### src/rtl/rv32ie_ram.sv
// ----------------------------------------------------------------------------
// rv32ie_ram
// generic single write port, single read port ram with registered read
// ----------------------------------------------------------------------------
module rv32ie_ram #(
  parameter int unsigned WIDTH = 32,
  parameter int unsigned DEPTH = 32,
  localparam int unsigned AW   = (DEPTH > 1) ? $clog2(DEPTH) : 1
) (
  input  logic             clk,
  input  logic             we,
  input  logic [AW-1:0]    waddr,
  input  logic [WIDTH-1:0] wdata,
  input  logic             re,
  input  logic [AW-1:0]    raddr,
  output logic [WIDTH-1:0] rdata
);

  logic [WIDTH-1:0] mem [DEPTH];
  logic [WIDTH-1:0] rdata_r;

  always_ff @(posedge clk) begin
    if (we) begin
      mem[waddr] <= wdata;
    end
    if (re) begin
      rdata_r <= mem[raddr];
    end
  end

  assign rdata = rdata_r;

endmodule

### config.mk
export PLATFORM = sky130hd
export DESIGN_NAME = rv32ie_ram
export DESIGN_NICKNAME = d
export VERILOG_FILES = /design/src/rtl/rv32ie_ram.sv
export SDC_FILE = /design/constraint.sdc
export NUM_CORES = 1
export LEC_CHECK = 0
export ABC_AREA = 1
export ABC_CLOCK_PERIOD_IN_PS = 4100
export BUFFER_PORTS_ARGS = -buffer_cell sky130_fd_sc_hd__buf_4
export CAP_MARGIN = 0
export CORE_ASPECT_RATIO = 1.2
export CORE_MARGIN = 4
export CORE_UTILIZATION = 34
export CTS_CLUSTER_SIZE = 14
export DETAILED_ROUTE_END_ITERATION = 8
export SLEW_MARGIN = 0
export SYNTH_ARGS = -nofsm -noshare
export SYNTH_HDL_FRONTEND = slang
export SYNTH_SLANG_ARGS = --single-unit
### constraint.sdc
create_clock -name clk -period 4.1 [get_ports clk]
set_clock_uncertainty 0.05 [all_clocks]
set_input_delay 0.41 -clock clk [delete_from_list [all_inputs] [get_ports clk]]
set_output_delay 0.41 -clock clk [all_outputs]
set_load 0.01 [all_outputs]
==> results of run 1 <==
[layout make-up]
class | instances | area (um2)
tap | 1656 | 2070
clock buffer | 115 | 2450
clock inverter | 44 | 253
fill | 11753 | 77300
sequential | 1056 | 31700
inverter | 10 | 67.6
multi-input combinational | 2252 | 9670
timing repair buffer | 155 | 1400
antenna | 1 | 2.50
[how the worst max path moves through the flow]
stage | cells past startpoint | startpoint | end
global route | 11 | raddr[0] | rdata[16]
detailed placement | 11 | raddr[0] | rdata[7]
finish | 11 | raddr[0] | rdata[16]
floorplan | 3 | waddr[0] | mem[0][0]
CTS | 11 | raddr[0] | rdata[7]
global placement | 11 | raddr[0] | rdata[7]
[worst max-delay path, delay by kind of cell]
kind                   cells  cell delay (ns)
AND/OR/NAND/NOR            8             0.64
buffers and inverters      3             1.26
[registers in the layout, summed over array words and instances (netlist names)]
register  cells
mem        1024
rdata        32
[cell usage in the layout (no fill, tap or decap), types with 2 or more instances in the layout]
master	count
buf_4	135
buf_8	2
inv_1	5
clkinv_2	14
edfxtp_1	1056
nand3_1	780
clkbuf_1	20
nand2_1	1440
buf_12	17
clkinv_1	24
clkbuf_16	95
inv_6	4
nor2_4	32
clkinv_8	2
[per-layer routing]
metal	up-vias	GRT usage	share of wire
li1	12405	-	-
met5	-	0	0.00024
met2	946	0.312	0.51
met1	13284	0.221	0.40
met3	184	0.0261	0.064
met4	4	0.0552	0.029
[power by group]
group,internal [mW],switching (mW),leakage [nW]
sequential,12.0,0.0516,9.55
clock,4.29,3.80,1.33
combinational,0.365,1.01,6.15
[through the flow]
step	power [mW]	setup WS [ns]	util	std cells	cell area (um2)
floorplan	13.1	1.56	-	3536	42700
global placement	13.7	1.33	0.360	5129	44900
detailed placement	13.7	1.31	0.360	5129	44900
CTS	21.7	2.04	0.381	5288	47600
global route	22.3	1.83	0.381	5288	47600
finish	21.6	1.95	0.381	5289	47600
[cells by family after synthesis]
kind of cell,after synthesis,synth area share
flops,1056,0.742
buf+inv,228,0.0371
simple gates,2252,0.221
==> impl_results.md, run 1 <==
- Status: finished, final reports clean
- R2R Path Start: mem[13][13]
- Yosys warns: 0
- Reg-to-Reg End: rdata[13]
- Final setup violation count: 0
- Final Hold Viols: 0
- Tcrit/Tclk final: 0.524
- Pin count of the biggest net entering global routing: 157
- Hold Crit Depth: 1
- TritonCTS Buffers: 94
- IO Port Bufs: 76
- Setup TNS Final: 0 ns
- Hold path start: wdata[14]
- Initial Util: 0.342
- Synth Area per Inst: 12.1 um2
- Crit end category: flip-flop
- CTS tree: yes
- Layout cells sized above 1: 0.0845
- Synth cell count leaders: nand2_1 (1440), edfxtp_1 (1056), nand3_1 (780)
- Starting DRT DRC Count: approximately 2700
- Fmax: about 470 MHz
- Max Cap Viol: 0
- Grt ovf: 0
- Routability cong.: 0.754
- CP max-delay cell: buf_8
- Vias: roughly 27000
- Worst-Margin Slew: 0.936 ns
- Pins over their slew limit: 0
- DPL Wire Length: 60.7 mm
- Crit path time final: 2.15 ns
- Pwr/cell area: ~450 mW/mm2
- Most frequent cell after synthesis: nand2_1
- GRT Overall Usage: 0.176
- Worst Path Max Fanout: 156
- Required time of the critical path: 4.46 ns
- Die H: slightly below 400 um
- Vias in the first global route: roughly 26000
- Post-Syn Instances: 3536
- First-pass GRT wire length: 174 mm
- Total Wirelength: 118 mm
- Clock root cell: clkbuf_16
- Share of the synthesized area in the top cell type: 0.742
- R2R Setup Slk: 2.58 ns
- CP Class: input pin to flip-flop
- Post-CTS Setup Bufs: 0
- CTS H-tree lvls: 3
- Drt first pass iters: 6
- FF+latch count, synth: 1056
- Routed len/inst: approximately 22 um
- Clock Pin Slew Worst Setup and Hold Paths: 0.07 ns
- # DRC: 0
- Synthesized area: about 0.043 mm2
- Pleak: between 15 and 20 nW
- Core area: 0.125 mm2
- Final #Nets: around 3600
- Worst stage delay on the critical path: between 0.4 and 0.5 ns
- Normalized max-slew margin: 0.374
- PostCTS Resize Cnt: 0
- Top FF cell, synth: edfxtp_1
- Area contributors post-synth: edfxtp_1 (74%), nand2_1 (13%), nand3_1 (9.1%)
- Asr flop ratio synth: 0
- Die W: approximately 330 um
- Unrepaired setup endpoints after global routing: false
- Hold Slack: about 0.085 ns
- Seq/Total Area, Yosys: 0.742
- Post-synth EDFFs: ~1100
- Top cell type by total area after synthesis: edfxtp_1
- Worst VDD drop: 265 uV
- Hold WC Path Type: input pin to flip-flop
- Core Rows: between 100 and 150
- Critical Path Source Type: input pin
- CP dominant cell by count: nand2_1
- Crit path cell chain: buf_8, inv_16, buf_4, nand2_1, nand3_1, nand3_1, nand2_1, nand2_1, nand2_1, nand2_1, nand2_1
- Post-DRT Antenna Nets: 0
- Via/cell ratio: 5.07
- Die ar.: roughly 0.13 mm2
- Crit path DAT: about 2.5 ns
- Hold Path Sink: mem[31][14]
- I/O pins: 77
- Clk sinks: 1056
- Post-CTS Hold Fix Bufs: 0
- Cell variety after synth: 13
- Area Growth Syn to Fin: 11.5%
- Worst skew pair latency: 0.68 ns
- Syn Nets: 3581
- Reg2reg path depth: 8
- Initial antenna violation count: 4
- CTS max path bufs: 3
No activity file was read; power rests on OpenSTA's default activity.
==> run 2, diff against run 1 <==
ABC_CLOCK_PERIOD_IN_PS = 2220   (was 4100)
clock period = 2.22 ns   (was 4.1 ns; I/O delays follow)
==> run 2 against run 1 <==
Wire length down 0.45%. Total power grew 87%. Flip-flop and latch count unchanged. Die area is the same. Sequential share of layout area is 1.9 points lower. Global-route usage about the same. Sequential power rose by 84%. Critical path type is now flip-flop to output pin. Critical endpoint is now rdata[13].
==> impl_results.md, run 2 (synthesis results as in run 1) <==
- Final setup violation count: 0
- Pin count of the biggest net entering global routing: 106
- R2R Setup Slk: 0.86 ns
- Worst Path Max Fanout: 1
- Worst stage delay on the critical path: 0.55 ns
- Clock Pin Slew Worst Setup and Hold Paths: 0.06 ns
- Core Rows: approximately 140
- First-pass GRT wire length: 173 mm
- CTS tree: yes
- Starting DRT DRC Count: 2614
- CP max-delay cell: edfxtp_1
- Placed cells: about 5200
- IO Port Bufs: 76
- Required time of the critical path: 1.95 ns
- Area of the multi-input gates: slightly below 0.01 mm2
- Final #Nets: 3681
- Final Non-Filler Cells: 5360
- Clk sinks: approximately 1100
- Critical Path Source Type: flip-flop
- CTS H-tree lvls: 3
- GRT Overall Usage: 0.175
- Die W: 332 um
- Total Wirelength: 118 mm
- Initial antenna violation count: 6
- Pwr/cell area: 823 mW/mm2
- Max Cap Viol: 0
- Crit end category: output pin
- Hold WC Path Type: input pin to flip-flop
- Buf/Inv on CP: 1
- Fmax: 581 MHz
- Area Growth Syn to Fin: 14.6%
- Core area: 0.125 mm2
- Via/cell ratio: 5.06
- # DRC: 0
- Crit path cell chain: buf_4
- Worst VDD drop: 588 uV
- Biggest register: mem
- Drt first pass iters: 5
- CP Class: flip-flop to output pin
- Tcrit/Tclk final: 0.776
- Vias in the first global route: 26242
- Most common cell after layout, fill and taps aside: nand2_1
- Grt ovf: 0
- Most frequent cells in the layout: nand2_1 (1440), edfxtp_1 (1056), nand3_1 (780)
- Pins over their slew limit: 0
- Normalized max-slew margin: 0.578
- Unrepaired setup endpoints after global routing: false
- Die H: 396 um
- Filler instances: 11657
- CP top delay family: flip-flops
- I/O pins: 77
- Routability cong.: about 0.76
- Pleak: 17.6 nW
- Worst-Margin Slew: about 0.63 ns
- CTS max path bufs: 3
- Sequential Area: 0.0317 mm2
- Post-DRT Antenna Nets: 0
- Status: finished, final reports clean
- Crit path time final: 1.72 ns
- Final Util: 0.392
- Layout cells sized above 1: 0.0921
- Routed len/inst: between 20 and 25 um
- DPL Wire Length: 59.6 mm
- Vias: 27111
- Max reg flops: 1024
- Final Hold Viols: 0
- TritonCTS Buffers: 93
- Initial Util: 0.342
- Clock root cell: clkbuf_16
- Crit path DAT: 1.45 ns
- Worst skew pair latency: 0.67 ns
- Die ar.: roughly 0.13 mm2
-- run 2: cell types whose count changed in the layout (fill, tap and decap cells not counted), moves of 2 or more --
cell | before | now
dlygate4sd3_1 | 0 | 35
clkbuf_16 | 95 | 97
diode_2 | 1 | 3
clkinv_8 | 2 | 0
buf_12 | 17 | 71
bufinv_16 | 1 | 3
buf_4 | 135 | 114
-- run 2: layout make-up --
cell class | count | area share
clock inverter | 42 | 0.00575
antenna | 3 | 0.000153
multi-input combinational | 2252 | 0.197
sequential | 1056 | 0.647
inverter | 10 | 0.00138
tap | 1656 | 0.0423
timing repair buffer | 223 | 0.0545
clock buffer | 118 | 0.0512
-- run 2: layer usage --
layer / up-vias / GRT usage / part of all wire
met5: - / 0 / 0.00025
met4: 6 / 0.0695 / 0.037
met3: 207 / 0.0237 / 0.058
met2: 950 / 0.308 / 0.50
met1: 13400 / 0.220 / 0.40
li1: 12548 / - / -
-- run 2: path summary, 6_finish.rpt --
check / from / endpoint / depth (start not counted)
max: rdata[13] / rdata[13] / 1
min: raddr[2] / rdata[12] / 7
max reg2reg: mem[12][26] / rdata[26] / 8
min reg2reg: mem[2][28] / rdata[28] / 8
-- run 2: power breakdown --
part	leakage, nW	internal, mW	switching [mW]	total (mW)
clock network	1.36	8.29	6.99	15.3
logic	6.65	0.820	1.87	2.69
registers	9.55	22.2	0.103	22.3
-- run 2: repair_timing --
action / in CTS / in global routing
hold buffers: 35 / 0
buffers inserted: 0 / 0
gates resized for setup: 0 / 0
endpoints found under the hold margin: 1044 / 0
-- run 2: per-stage QoR --
| stage | hold WS [ns] | setup WS, ns | total power, mW | area (um2) | TNS (ns) |
|---|---|---|---|---|---|
| 3_3_place_gp | 0.582 | 0.341 | 25.4 | 45800 | 0 |
| 6_report | 0.114 | 0.498 | 40.3 | 49000 | 0 |
| 5_1_grt | 0.152 | 0.473 | 41.6 | 49000 | 0 |
| 3_5_place_dp | 0.586 | 0.313 | 25.4 | 45800 | 0 |
| 4_1_cts | 0.0615 | 0.478 | 40.6 | 49000 | 0 |
| 2_1_floorplan | 0.271 | -0.128 | 24.3 | 42700 | -113.23 |
