==> src/rtl/rv32ie_pkg.sv <==
// ----------------------------------------------------------------------------
// rv32ie_pkg
// shared types, opcodes and constants of the i-type execute unit
// ----------------------------------------------------------------------------
package rv32ie_pkg;

  localparam int unsigned CSR_DEPTH_DEF    = 4096;
  localparam int unsigned MEPC_ADDRESS_DEF = 833;
  localparam int unsigned NUM_REGS         = 32;
  localparam int unsigned XLEN             = 32;

  typedef enum logic [4:0] {
    OP_ADDI   = 5'd0,
    OP_XORI   = 5'd1,
    OP_ORI    = 5'd2,
    OP_ANDI   = 5'd3,
    OP_SLLI   = 5'd4,
    OP_SRLI   = 5'd5,
    OP_SRAI   = 5'd6,
    OP_SLTI   = 5'd7,
    OP_SLTIU  = 5'd8,
    OP_JALR   = 5'd9,
    OP_SYSTEM = 5'd10,
    OP_CSRRW  = 5'd11,
    OP_CSRRS  = 5'd12,
    OP_CSRRC  = 5'd13,
    OP_CSRRWI = 5'd14,
    OP_CSRRSI = 5'd15,
    OP_CSRRCI = 5'd16
  } opcode_t;

  localparam logic [11:0] F12_ECALL  = 12'h000;
  localparam logic [11:0] F12_EBREAK = 12'h001;
  localparam logic [11:0] F12_MRET   = 12'h302;
  localparam logic [11:0] F12_WFI    = 12'h105;

  localparam logic [3:0] CAUSE_NONE    = 4'd0;
  localparam logic [3:0] CAUSE_ILLEGAL = 4'd2;
  localparam logic [3:0] CAUSE_EBREAK  = 4'd3;
  localparam logic [3:0] CAUSE_ECALL   = 4'd11;

  typedef struct packed {
    logic [4:0]         opcode;
    logic [4:0]         dest_index;
    logic [4:0]         src_index;
    logic signed [11:0] immediate;
    logic [11:0]        csr_address;
    logic [31:0]        pc;
    logic [31:0]        instr_word;
  } exe_in_t;

  typedef struct packed {
    logic        reg_write;
    logic [4:0]  reg_index;
    logic [31:0] reg_value;
    logic [31:0] next_pc;
    logic        trap_raised;
    logic [3:0]  trap_cause;
    logic [31:0] trap_value;
  } exe_out_t;

  typedef struct packed {
    logic        we;
    logic [31:0] wdata;
  } csr_wr_t;

endpackage

==> src/rtl/rv32ie_alu.sv <==
// ----------------------------------------------------------------------------
// rv32ie_alu
// execute logic: immediate alu, jalr, csr read-modify-write and system ops
// ----------------------------------------------------------------------------
module rv32ie_alu (
  input  rv32ie_pkg::exe_in_t  item,
  input  logic [31:0]          src_val,
  input  logic [31:0]          csr_old,
  output rv32ie_pkg::exe_out_t res,
  output rv32ie_pkg::csr_wr_t  csr_wr
);
  import rv32ie_pkg::*;

  logic [31:0] imm32;
  logic [4:0]  sh;
  logic [31:0] zimm;
  logic [31:0] pc_plus4;
  logic        wr;
  logic [31:0] val;

  assign imm32    = {{20{item.immediate[11]}}, item.immediate};
  assign sh       = item.immediate[4:0];
  assign zimm     = {27'd0, sh};
  assign pc_plus4 = item.pc + 32'd4;

  always_comb begin
    wr                = 1'b0;
    val               = '0;
    res               = '0;
    res.next_pc       = pc_plus4;
    res.trap_cause    = CAUSE_NONE;
    csr_wr            = '0;
    unique case (opcode_t'(item.opcode))
      OP_ADDI:  begin wr = 1'b1; val = src_val + imm32; end
      OP_XORI:  begin wr = 1'b1; val = src_val ^ imm32; end
      OP_ORI:   begin wr = 1'b1; val = src_val | imm32; end
      OP_ANDI:  begin wr = 1'b1; val = src_val & imm32; end
      OP_SLLI:  begin wr = 1'b1; val = src_val << sh; end
      OP_SRLI:  begin wr = 1'b1; val = src_val >> sh; end
      OP_SRAI:  begin wr = 1'b1; val = 32'($signed(src_val) >>> sh); end
      OP_SLTI:  begin wr = 1'b1; val = {31'd0, $signed(src_val) < $signed(imm32)}; end
      OP_SLTIU: begin wr = 1'b1; val = {31'd0, src_val < imm32}; end
      OP_JALR: begin
        wr          = 1'b1;
        val         = pc_plus4;
        res.next_pc = (src_val + imm32) & ~32'd1;
      end
      OP_SYSTEM: begin
        priority if (item.immediate == F12_ECALL) begin
          res.trap_raised = 1'b1;
          res.trap_cause  = CAUSE_ECALL;
        end else if (item.immediate == F12_EBREAK) begin
          res.trap_raised = 1'b1;
          res.trap_cause  = CAUSE_EBREAK;
        end else if (item.immediate == F12_MRET) begin
          res.next_pc = csr_old;
        end else if (item.immediate == F12_WFI) begin
          res.next_pc = pc_plus4;
        end else begin
          res.trap_raised = 1'b1;
          res.trap_cause  = CAUSE_ILLEGAL;
          res.trap_value  = item.instr_word;
        end
      end
      OP_CSRRW: begin
        wr     = 1'b1;
        val    = csr_old;
        csr_wr = '{we: 1'b1, wdata: src_val};
      end
      OP_CSRRS: begin
        wr     = 1'b1;
        val    = csr_old;
        csr_wr = '{we: item.src_index != 5'd0, wdata: csr_old | src_val};
      end
      OP_CSRRC: begin
        wr     = 1'b1;
        val    = csr_old;
        csr_wr = '{we: item.src_index != 5'd0, wdata: csr_old & ~src_val};
      end
      OP_CSRRWI: begin
        wr     = 1'b1;
        val    = csr_old;
        csr_wr = '{we: 1'b1, wdata: zimm};
      end
      OP_CSRRSI: begin
        wr     = 1'b1;
        val    = csr_old;
        csr_wr = '{we: sh != 5'd0, wdata: csr_old | zimm};
      end
      OP_CSRRCI: begin
        wr     = 1'b1;
        val    = csr_old;
        csr_wr = '{we: sh != 5'd0, wdata: csr_old & ~zimm};
      end
      default: begin
        res.trap_raised = 1'b1;
        res.trap_cause  = CAUSE_ILLEGAL;
        res.trap_value  = item.instr_word;
      end
    endcase
    res.reg_write = wr && (item.dest_index != 5'd0);
    res.reg_index = res.reg_write ? item.dest_index : 5'd0;
    res.reg_value = res.reg_write ? val : 32'd0;
  end

endmodule

==> config.mk <==
export PLATFORM = sky130hd
export DESIGN_NAME = rv32ie_alu
export DESIGN_NICKNAME = d
export VERILOG_FILES = /design/src/rtl/rv32ie_pkg.sv /design/src/rtl/rv32ie_alu.sv
export SDC_FILE = /design/constraint.sdc
export NUM_CORES = 1
export LEC_CHECK = 0
export BUFFER_PORTS_ARGS = -buffer_cell sky130_fd_sc_hd__clkbuf_2
export CAP_MARGIN = 10
export CORE_UTILIZATION = 30
export DETAILED_ROUTE_END_ITERATION = 8
export PLACE_DENSITY = 0.51
export SYNTH_ARGS = -nofsm -noshare
export SYNTH_HDL_FRONTEND = slang
export SYNTH_SLANG_ARGS = --single-unit
==> constraint.sdc <==
create_clock -name vclk -period 15.9
set_input_delay 3.18 -clock vclk [all_inputs]
set_output_delay 3.18 -clock vclk [all_outputs]
set_load 0.05 [all_outputs]
==> results, run 1 <==
- The flow ran to the end, and the final reports show no timing, DRC or antenna violations.
- The area of the core is 0.0337 mm^2.
- The fraction of layout cells with a size suffix above 1 is 0.222.
- The post-detailed-placement cell area is 0.0120 mm^2.
- The capturing element of the worst setup path is res[97].
- The final-report hold violation count came to 0.
- The path class of the lowest-slack min-delay path is in2out.
- The placement row count is 67.
- VDD sags by at most 0.0223 mV.
- The DRC violations left is 0.
- In this run the number of cells on the critical path is 14.
- The share of total power dissipated in combinational logic is 1.000.
- The sequential fraction of the synthesis area is 0.
- The total overflow reported by the global router is 0.
- The height of the die is between 150 and 200 um.
- Once detailed placement completed, the half-perimeter wirelength came to around 46 mm.
- The number of vias in the routed layout is around 14000.
- The overall track demand over capacity in global routing is 0.321.
- In the final timing run, aggregate negative setup slack is 0 ns.
- The number of buffer cells added on primary ports is 294.
- The number of pins exceeding their max-slew limit in the final report is 0.
- The category of the most critical setup path is in2out.
- Of the total power, the share spent switching nets is 0.703.
- The number of distinct library cells after synthesis is 84.
- Routability-driven placement finished with a final weighted congestion of 0.991.
- After routing the design area is 0.0120 mm^2.
- Together, buffers and inverters on the worst path number 4.
- STA classifies the critical path endpoint as a primary output.
- The number of buffers added to fix hold violations after cts is 0.
- Once placement completed, the tool counted placed cells totaling 2233.
- The total nets after synthesis is 1870.
- The worst endpoint data arrival time is 7.93 ns.
- In the finished design, the share of the clock period the worst path needs comes to 0.699.
- In this run the power spent charging and discharging nets is 0.330 mW.
- Across the run, the number of max-cap violations was 0.
- The mean instance size in the synthesized netlist is 6.43 um^2.
- Traced cell by cell, the critical path runs through clkbuf_2 -> buf_4 -> inv_1 -> ha_1 -> o21ai_0 -> o21ai_1 -> a32oi_1 -> o211ai_2 -> a31oi_2 -> nor4_4 -> o221ai_1 -> or4_1 -> nand3_1 -> clkbuf_2.
- Across the whole layout, storage elements account for 0 um^2.
- From left edge to right edge, the die measures 187 um.
- The I/O pin total is 307.
- Entering global routing, the biggest net connects 81 pins.
- The number of clock buffer instances in the layout is 0.
- In this run the worst path has a maximum fanout of 53.
- The count of final setup violators is 0.
- The final-layout fill cell count is 3790.
- During synthesis, Yosys emitted a total of 0 warnings.
- The via density per instance is 6.18.
- Summed over all layers, the routed wires come to 59.4 mm.
- For this design the ratio of total power to cell area is between 30 and 40 mW/mm^2.
- Setup repair after global routing left no endpoint under its margin.
- For this run, the post-layout net count is 2053.
- The kind of cell with the highest combined delay along the critical path is compound AO/OA/AOI/OAI gates.
- The initial antenna violation count is 1.
- The internal power of the cells totals 0.140 mW.
- The analysis attributes to cell leakage a power of about 5.4 nW.
- Once detail routing completed, the nets flagged for antenna violations numbered 0.
- The number of instances resized during post-cts repair is 0.
- Tracing the worst setup path back leads to its startpoint at item[80].
- The wire length of the first global-routing pass is 85.6 mm.
- Of the total power, the clock network draws 0.
- The most common library cell in the layout ignoring fill and taps is clkbuf_2.
- The largest stage delay on the critical path is just under 0.6 ns.
- The synthesis-to-finish area growth is 16.6%.
- The via count of the first global-routing pass is 12600.
- The most used cell along the critical path is clkbuf_2.
- At the worst endpoint, the required time is 12.72 ns.
- Counting instances, the worst hold path has a depth of 4.
- The worst slew margin relative to its limit is 0.188.
- The number of DRC markers after the initial detailed-route iteration is 1752.
- The average wire per standard cell is 26.6 um.
- The relative contribution of sequential cells to total power is 0.
- The achievable frequency is 90.0 MHz.
- In this run the post-CTS setup repair buffer count came out at 0.
- For this run, the number of standard cells in the final layout without fillers is 2234.
- The mapped netlist covers 0.0103 mm^2.
- Leaving out fill and tap cells, the most frequent cells in the layout are clkbuf_2, nand2_1, o21ai_0.
- The sequential cell count is 0.
- For the pin with the worst max-slew slack, the measured transition is 1.22 ns.
- On the critical path, the stage with the largest delay is an instance of inv_1.
- The starting utilization of the core area is 0.306.
- The number of search-and-repair iterations in the first detailed-routing pass is 6.
- The startpoint class of the critical path is a primary input.
- The die covers 0.0351 mm^2.
- The synthesized netlist cell count is 1604.
- The shortest clock period the worst path allows after layout is 11.11 ns.
## synth_stat cells (7+ instances only)
| master | instances | area (um^2) |
|---|---|---|
| xor2_1 | 26 | 228 |
| a32o_1 | 27 | 270 |
| nor2_1 | 151 | 567 |
| nor3_1 | 26 | 130 |
| nor4_1 | 9 | 56.3 |
| or3_1 | 7 | 43.8 |
| a31oi_1 | 12 | 75.1 |
| and3_1 | 15 | 93.8 |
| nand2_1 | 203 | 762 |
| clkbuf_1 | 102 | 383 |
| mux2i_1 | 66 | 661 |
| nand3_1 | 32 | 160 |
| o31ai_1 | 12 | 90.1 |
| and2_1 | 37 | 231 |
| a222oi_1 | 11 | 110 |
| xnor2_1 | 32 | 280 |
| o221ai_1 | 34 | 298 |
| buf_2 | 20 | 100 |
| mux2_2 | 31 | 349 |
| nand2b_1 | 17 | 106 |
| a21o_1 | 9 | 67.6 |
| nand4_1 | 14 | 87.6 |
| o21ai_1 | 37 | 185 |
| mux4_2 | 20 | 450 |
| o22ai_1 | 12 | 75.1 |
| inv_1 | 67 | 251 |
| a22oi_1 | 18 | 135 |
| a21oi_1 | 132 | 661 |
| a211oi_1 | 22 | 165 |
| ha_1 | 98 | 1230 |
| o21ai_0 | 152 | 761 |
| buf_1 | 15 | 56.3 |
| o211ai_1 | 27 | 203 |
## area by class of cell
type | count | area, um^2 | area share
Inverter | 72 | 270 | 0.0225
Multi-Input combinational cell | 1390 | 9490 | 0.790
Tap cell | 448 | 561 | 0.0466
Antenna cell | 1 | 2.50 | 0.000208
Timing Repair Buffer | 323 | 1690 | 0.141
## worst min path at each step
stage / start / to / slack [ns]
after floorplan: item[0] / res[0] / 6.64
after global placement: item[3] / res[3] / 6.78
after detailed placement: item[33] / res[38] / 6.78
after CTS: item[33] / res[38] / 6.78
after global routing: item[2] / res[2] / 6.79
final: item[33] / res[38] / 6.78
## logic make-up after synthesis
logic type | Yosys count | synth area share
buffers and inverters | 214 | 0.0829
AO/OA/AOI/OAI | 579 | 0.366
XOR/XNOR | 59 | 0.0509
other | 1 | 0.000364
adder cells (fa/ha/maj) | 99 | 0.121
multiplexers | 120 | 0.145
AND/OR/NAND/NOR | 532 | 0.234
## power by group through the flow
stage	combinational [mW]	clock, mW	sequential, mW
after floorplan	0.311	0	0
after global placement	0.460	0	0
after detailed placement	0.461	0	0
after CTS	0.463	0	0
after global routing	0.498	0.00000000842	0
final	0.470	0.00000000844	0
## per-stage QoR
step / total power [mW] / setup WS, ns / hold slack [ns] / utilization
finish: 0.470 / 4.79 / 6.78 / 0.357
global route: 0.498 / 4.72 / 6.79 / 0.357
CTS: 0.463 / 5.02 / 6.78 / 0.357
detailed placement: 0.461 / 5.04 / 6.78 / 0.357
global placement: 0.460 / 5.06 / 6.78 / 0.357
floorplan: 0.311 / 5.74 / 6.64 / -
## layer usage
| layer | GRT usage | wire, um | up-vias | share of wire |
|---|---|---|---|---|
| met5 | 0 | 0 | - | 0 |
| met4 | 0.178 | 3680 | 0 | 0.062 |
| met3 | 0.0311 | 4700 | 137 | 0.079 |
| met2 | 0.521 | 26800 | 859 | 0.45 |
| met1 | 0.417 | 24200 | 6530 | 0.41 |
| li1 | - | - | 6290 | - |
No activity file was read; power rests on OpenSTA's default activity.
==> run 2: changes to the inputs <==
Settings changed: PLACE_DENSITY 0.51 to 0.53.
Clock period 15.9 ns to 9.5 ns, I/O delays scaled along.
==> results, run 2 (same netlist as run 1, synthesis figures left out) <==
- The worst slew margin relative to its limit was 0.175 (-0.0136).
- The starting utilization of the core area was 0.306 (unchanged).
- The number of instances resized during post-cts repair was 0 (unchanged).
- The placement row count is 67 (unchanged).
- The fraction of layout cells with a size suffix above 1 is 0.225 (+0.00248).
- The number of cells after detailed placement was 2240 (+0.31%).
- The area of the die is 0.0351 mm^2 (unchanged).
- The chip width came to 187 um (unchanged).
- The count of final setup violators is 0 (unchanged).
- The number of buffer cells added on primary ports is 294 (unchanged).
- The via count of the first global-routing pass is 12900 (+2.1%).
- The category of the most critical setup path is in2out.
- The setup TNS is 0 ns (unchanged).
- The final worst-path cycle share is 0.824.
- The required time of the critical path was 7.60 ns (-5.12 ns).
- The worst setup path is launched from a primary input.
- The overall track demand over capacity in global routing is 0.317 (-0.00399).
- The top cell types in the final layout, fill and taps aside, are clkbuf_2, nand2_1, o21ai_0.
- The I/O pin total is 307 (unchanged).
- The total overflow reported by the global router is 0 (unchanged).
- The half-perimeter wire length after placement is 45.9 mm (-0.94%).
- Setup repair after global routing left no endpoint under its margin.
- The sequential cell count was 0 (unchanged).
- The wire length of the first global-routing pass is 85.2 mm (-0.55%).
- The register area is 0 um^2 (unchanged).
- The area of the core is 0.0337 mm^2 (unchanged).
- The number of vias in the routed layout was 14000 (+1.1%).
- The DRC violations left is 0 (unchanged).
- The number of pins exceeding their max-slew limit in the final report is 0 (unchanged).
- The path class of the lowest-slack min-delay path is in2out.
- The number of standard cells in the final layout excluding fillers is 2241 (+0.31%).
- The worst path in the final design needs a cycle of approximately 8 ns, including I/O delays and setup.
- The worst hold margin is 4.22 ns (-2.56 ns).
- The most common library cell in the layout ignoring fill and taps is clkbuf_2.
- The largest net degree at the start of global routing was 80 (-1.2%).
- The final net count came to 2060 (+0.34%).
- The final RePlAce weighted congestion is 1.01 (+2.3%).
- The post-CTS setup buffer count was 0 (unchanged).
- STA classifies the critical path endpoint as a primary output.
- The initial antenna violation count is 1 (unchanged).
- The number of nets with antenna violations after detailed routing is 0 (unchanged).
- The pin slew with the least headroom to its limit was 1.23 ns (+0.0146 ns).
- The synthesis-to-finish area growth is 17.1%.
- The final-report hold violation count came to 0 (unchanged).
- The via density per instance is 6.23 (+0.77%).
- The run finished with clean final reports.
- The routed wire length is 58.9 mm (-0.96%).
- The number of buffers added to fix hold violations after cts is 0 (unchanged).
- The number of DRC markers after the initial detailed-route iteration is 1593 (-9.1%).
- The number of clock buffer instances in the layout came to 0 (unchanged).
- The worst endpoint data arrival time is 5.93 ns (-2.00 ns).
- The achievable frequency is 128 MHz.
- The average wire per standard cell is 26.3 um (-1.3%).
- The height of the die came to 187 um (unchanged).
- The largest fanout of any net on the critical path is 29 (-45%).
- The count of maximum capacitance violations is 0 (unchanged).
- The number of search-and-repair iterations in the first detailed-routing pass was 6 (unchanged).
-- run 2: layout make-up --
class,count,area [um^2]
Inverter,72,270
Timing Repair Buffer,330,1740
Antenna cell,1,2.50
Tap cell,448,561
Fill cell,3762,21600
Multi-Input combinational cell,1390,9490
-- run 2: path summary, 6_finish.rpt --
check,from,to,cells after the start
setup / recovery,item[87],res[97],14
hold / removal,item[3],res[3],3
-- run 2: stage by stage --
| stage | worst slack [ns] | instance area, um^2 | utilization |
|---|---|---|---|
| 6_report | 1.67 | 12100 | 0.358 |
| 2_1_floorplan | 1.90 | 10300 | - |
| 3_5_place_dp | 1.82 | 12100 | 0.358 |
| 3_3_place_gp | 1.84 | 12100 | 0.358 |
| 4_1_cts | 1.80 | 12100 | 0.358 |
| 5_1_grt | 1.48 | 12100 | 0.358 |
-- run 2: worst max-delay path, cell delays in order --
cell	delay [ns]
clkbuf_2	0.09
inv_1	0.46
buf_4	0.48
ha_1	0.35
a21oi_1	0.13
a32oi_1	0.21
o21ai_1	0.12
o211ai_2	0.29
a31oi_2	0.19
nor4_4	0.33
o221ai_1	0.32
or4_1	0.56
nand3_1	0.17
clkbuf_2	0.31
-- run 2: per-layer routing --
metal  wire length (um)  part of all wire  track usage
met5                  0                 0            0
met4               3200             0.054        0.154
met3               5260             0.089       0.0473
met2              26500              0.45        0.515
met1              23900              0.41        0.409
==> run 3: changes to the inputs <==
Settings changed: PLACE_DENSITY 0.53 to 0.51.
Clock period 9.5 ns to 7.4 ns, I/O delays scaled along.
==> results, run 3 (same netlist as run 1, synthesis figures left out) <==
- The flow ran to the end, and the final reports show no timing, DRC or antenna violations.
- The post-CTS setup buffer count was 0 (unchanged).
- The register area came to 0 um^2 (unchanged).
- The shortest clock period the worst path allows after layout is 7.07 ns.
- The worst-case IR drop observed on VDD is approximately 0.044 mV.
- The worst endpoint data arrival time is 5.59 ns (-0.34 ns).
- The final RePlAce weighted congestion is 1.02 (+0.54%).
- The top cell types in the final layout, fill and taps aside, are clkbuf_2, nand2_1, o21ai_0.
- The critical path in this run is classified as in2out.
- The overall track demand over capacity in global routing was 0.345 (+0.0277).
- The wire length of the first global-routing pass is 91.1 mm (+7.0%).
- The I/O pin total was 307 (unchanged).
- The fraction of layout cells with a size suffix above 1 is 0.238 (+0.0128).
- The largest net degree at the start of global routing is 76 (-5.0%).
- The final-layout fill cell count came to 3710 (-1.4%).
- The number of vias in the routed layout is 14100 (+0.71%).
- The required time of the critical path came to 5.92 ns (-1.68 ns).
- The count of maximum capacitance violations is 0 (unchanged).
- The number of buffers added to fix hold violations after cts was 0 (unchanged).
- The placement row count is 67 (unchanged).
- The worst setup path is launched from a primary input.
- The largest fanout of any net on the critical path is 7 (-76%).
- The number of nets with antenna violations after detailed routing is 0 (unchanged).
- The count of final setup violators is 0 (unchanged).
- The critical path capture point type is a primary output.
- The pin slew with the least headroom to its limit came to 1.18 ns (-0.0516 ns).
- The DRC violations left was 0 (unchanged).
- The half-perimeter wire length after placement was 50.2 mm (+9.3%).
- The sequential cell count is 0 (unchanged).
- The number of DRC markers after the initial detailed-route iteration is 1581 (-0.75%).
- The average wire per standard cell is 27.9 um (+6.1%).
- The via count of the first global-routing pass is 13200 (+2.4%).
- The number of search-and-repair iterations in the first detailed-routing pass is 7 (+1).
- The critical path starts at src_val[0].
- The achievable frequency is 141 MHz.
- The initial antenna violation count is 1 (unchanged).
- The area of the core is 0.0337 mm^2 (unchanged).
- The number of instances resized during post-cts repair is 0 (unchanged).
- The total overflow reported by the global router was 0 (unchanged).
- The final net count was 2090 (+1.5%).
- The routed wire length is 63.3 mm (+7.5%).
- In this run the worst setup path terminates at res[65].
- The number of buffer cells added on primary ports is 294 (unchanged).
- The analysis attributes to cell leakage a power of 5.77 nW.
- The setup TNS was 0 ns (unchanged).
- Relative to the synthesized area, the layout overhead comes to 24.8%.
- The worst slew margin relative to its limit is 0.212 (+0.0377).
- The ratio of total power to cell area is around 85 mW/mm^2.
- The final-report hold violation count is 0 (unchanged).
- The number of pins exceeding their max-slew limit in the final report is 0 (unchanged).
- The final worst-path cycle share is 0.955.
- The path class of the lowest-slack min-delay path is in2out.
- The final core area utilization is 0.382 (+0.0235).
- The number of clock buffer instances in the layout is 0 (unchanged).
- The height of the die is 187 um (unchanged).
- The antenna diode count is 0 (-1).
- The via density per instance is 6.20 (-0.58%).
- The area of the die was 0.0351 mm^2 (unchanged).
- The starting utilization of the core area is 0.306 (unchanged).
- Setup repair after global routing left no endpoint under its margin.
- The chip width is 187 um (unchanged).
- The most common library cell in the layout ignoring fill and taps is clkbuf_2.
## run 3: cell count changes in the layout (fill, tap and decap cells not counted), sizes merged
cell / before / now
clkbuf: 293 / 256
diode: 1 / 0
buf: 37 / 104
## run 3: per-layer routing
| metal | up-vias | track usage | wire, um |
|---|---|---|---|
| met5 | - | 0 | 17 |
| met4 | 2 | 0.230 | 4770 |
| met3 | 180 | 0.0386 | 4600 |
| met2 | 879 | 0.557 | 28400 |
| met1 | 6649 | 0.432 | 25500 |
| li1 | 6355 | - | - |
## run 3: how the worst min path moves through the flow
stage	from	end	slack, ns	cells past startpoint
6_report	item[29]	res[29]	3.33	3
5_1_grt	item[15]	res[15]	3.36	3
4_1_cts	item[33]	res[38]	3.34	4
3_5_place_dp	item[8]	res[8]	3.33	3
3_3_place_gp	item[29]	res[29]	3.33	3
2_1_floorplan	item[0]	res[0]	3.24	1
## run 3: cell type report
class              count  area [um^2]  area share
repair buffers       360         2540       0.197
well taps            448          561      0.0436
inverters             72          270      0.0210
multi-input cells   1390         9490       0.738
## run 3: where the power goes
group | internal, mW | switching (mW)
clock network | 0 | 0
registers | 0 | 0
logic | 0.358 | 0.742
total | 0.358 | 0.742
## run 3: critical path, cell delays in order
cell      delay, ns
clkbuf_2       0.17
ha_1           0.27
fa_1           0.46
a211oi_1       0.52
o21ai_1        0.33
a32oi_1        0.30
o211ai_2       0.18
a31oi_2        0.37
nor4_4         0.11
o221ai_1       0.52
xor2_1         0.16
o221ai_1       0.49
buf_12         0.21
## run 3: per-stage QoR
step / setup WS (ns) / cells / area, um^2 / power, mW / hold WS, ns
2_1_floorplan: 0.638 / 1604 / 10300 / 0.668 / 3.24
3_3_place_gp: 0.461 / 2270 / 12900 / 1.08 / 3.33
3_5_place_dp: 0.450 / 2270 / 12900 / 1.08 / 3.33
4_1_cts: 0.436 / 2270 / 12900 / 1.08 / 3.34
5_1_grt: 0.276 / 2270 / 12900 / 1.16 / 3.36
6_report: 0.330 / 2270 / 12900 / 1.10 / 3.33
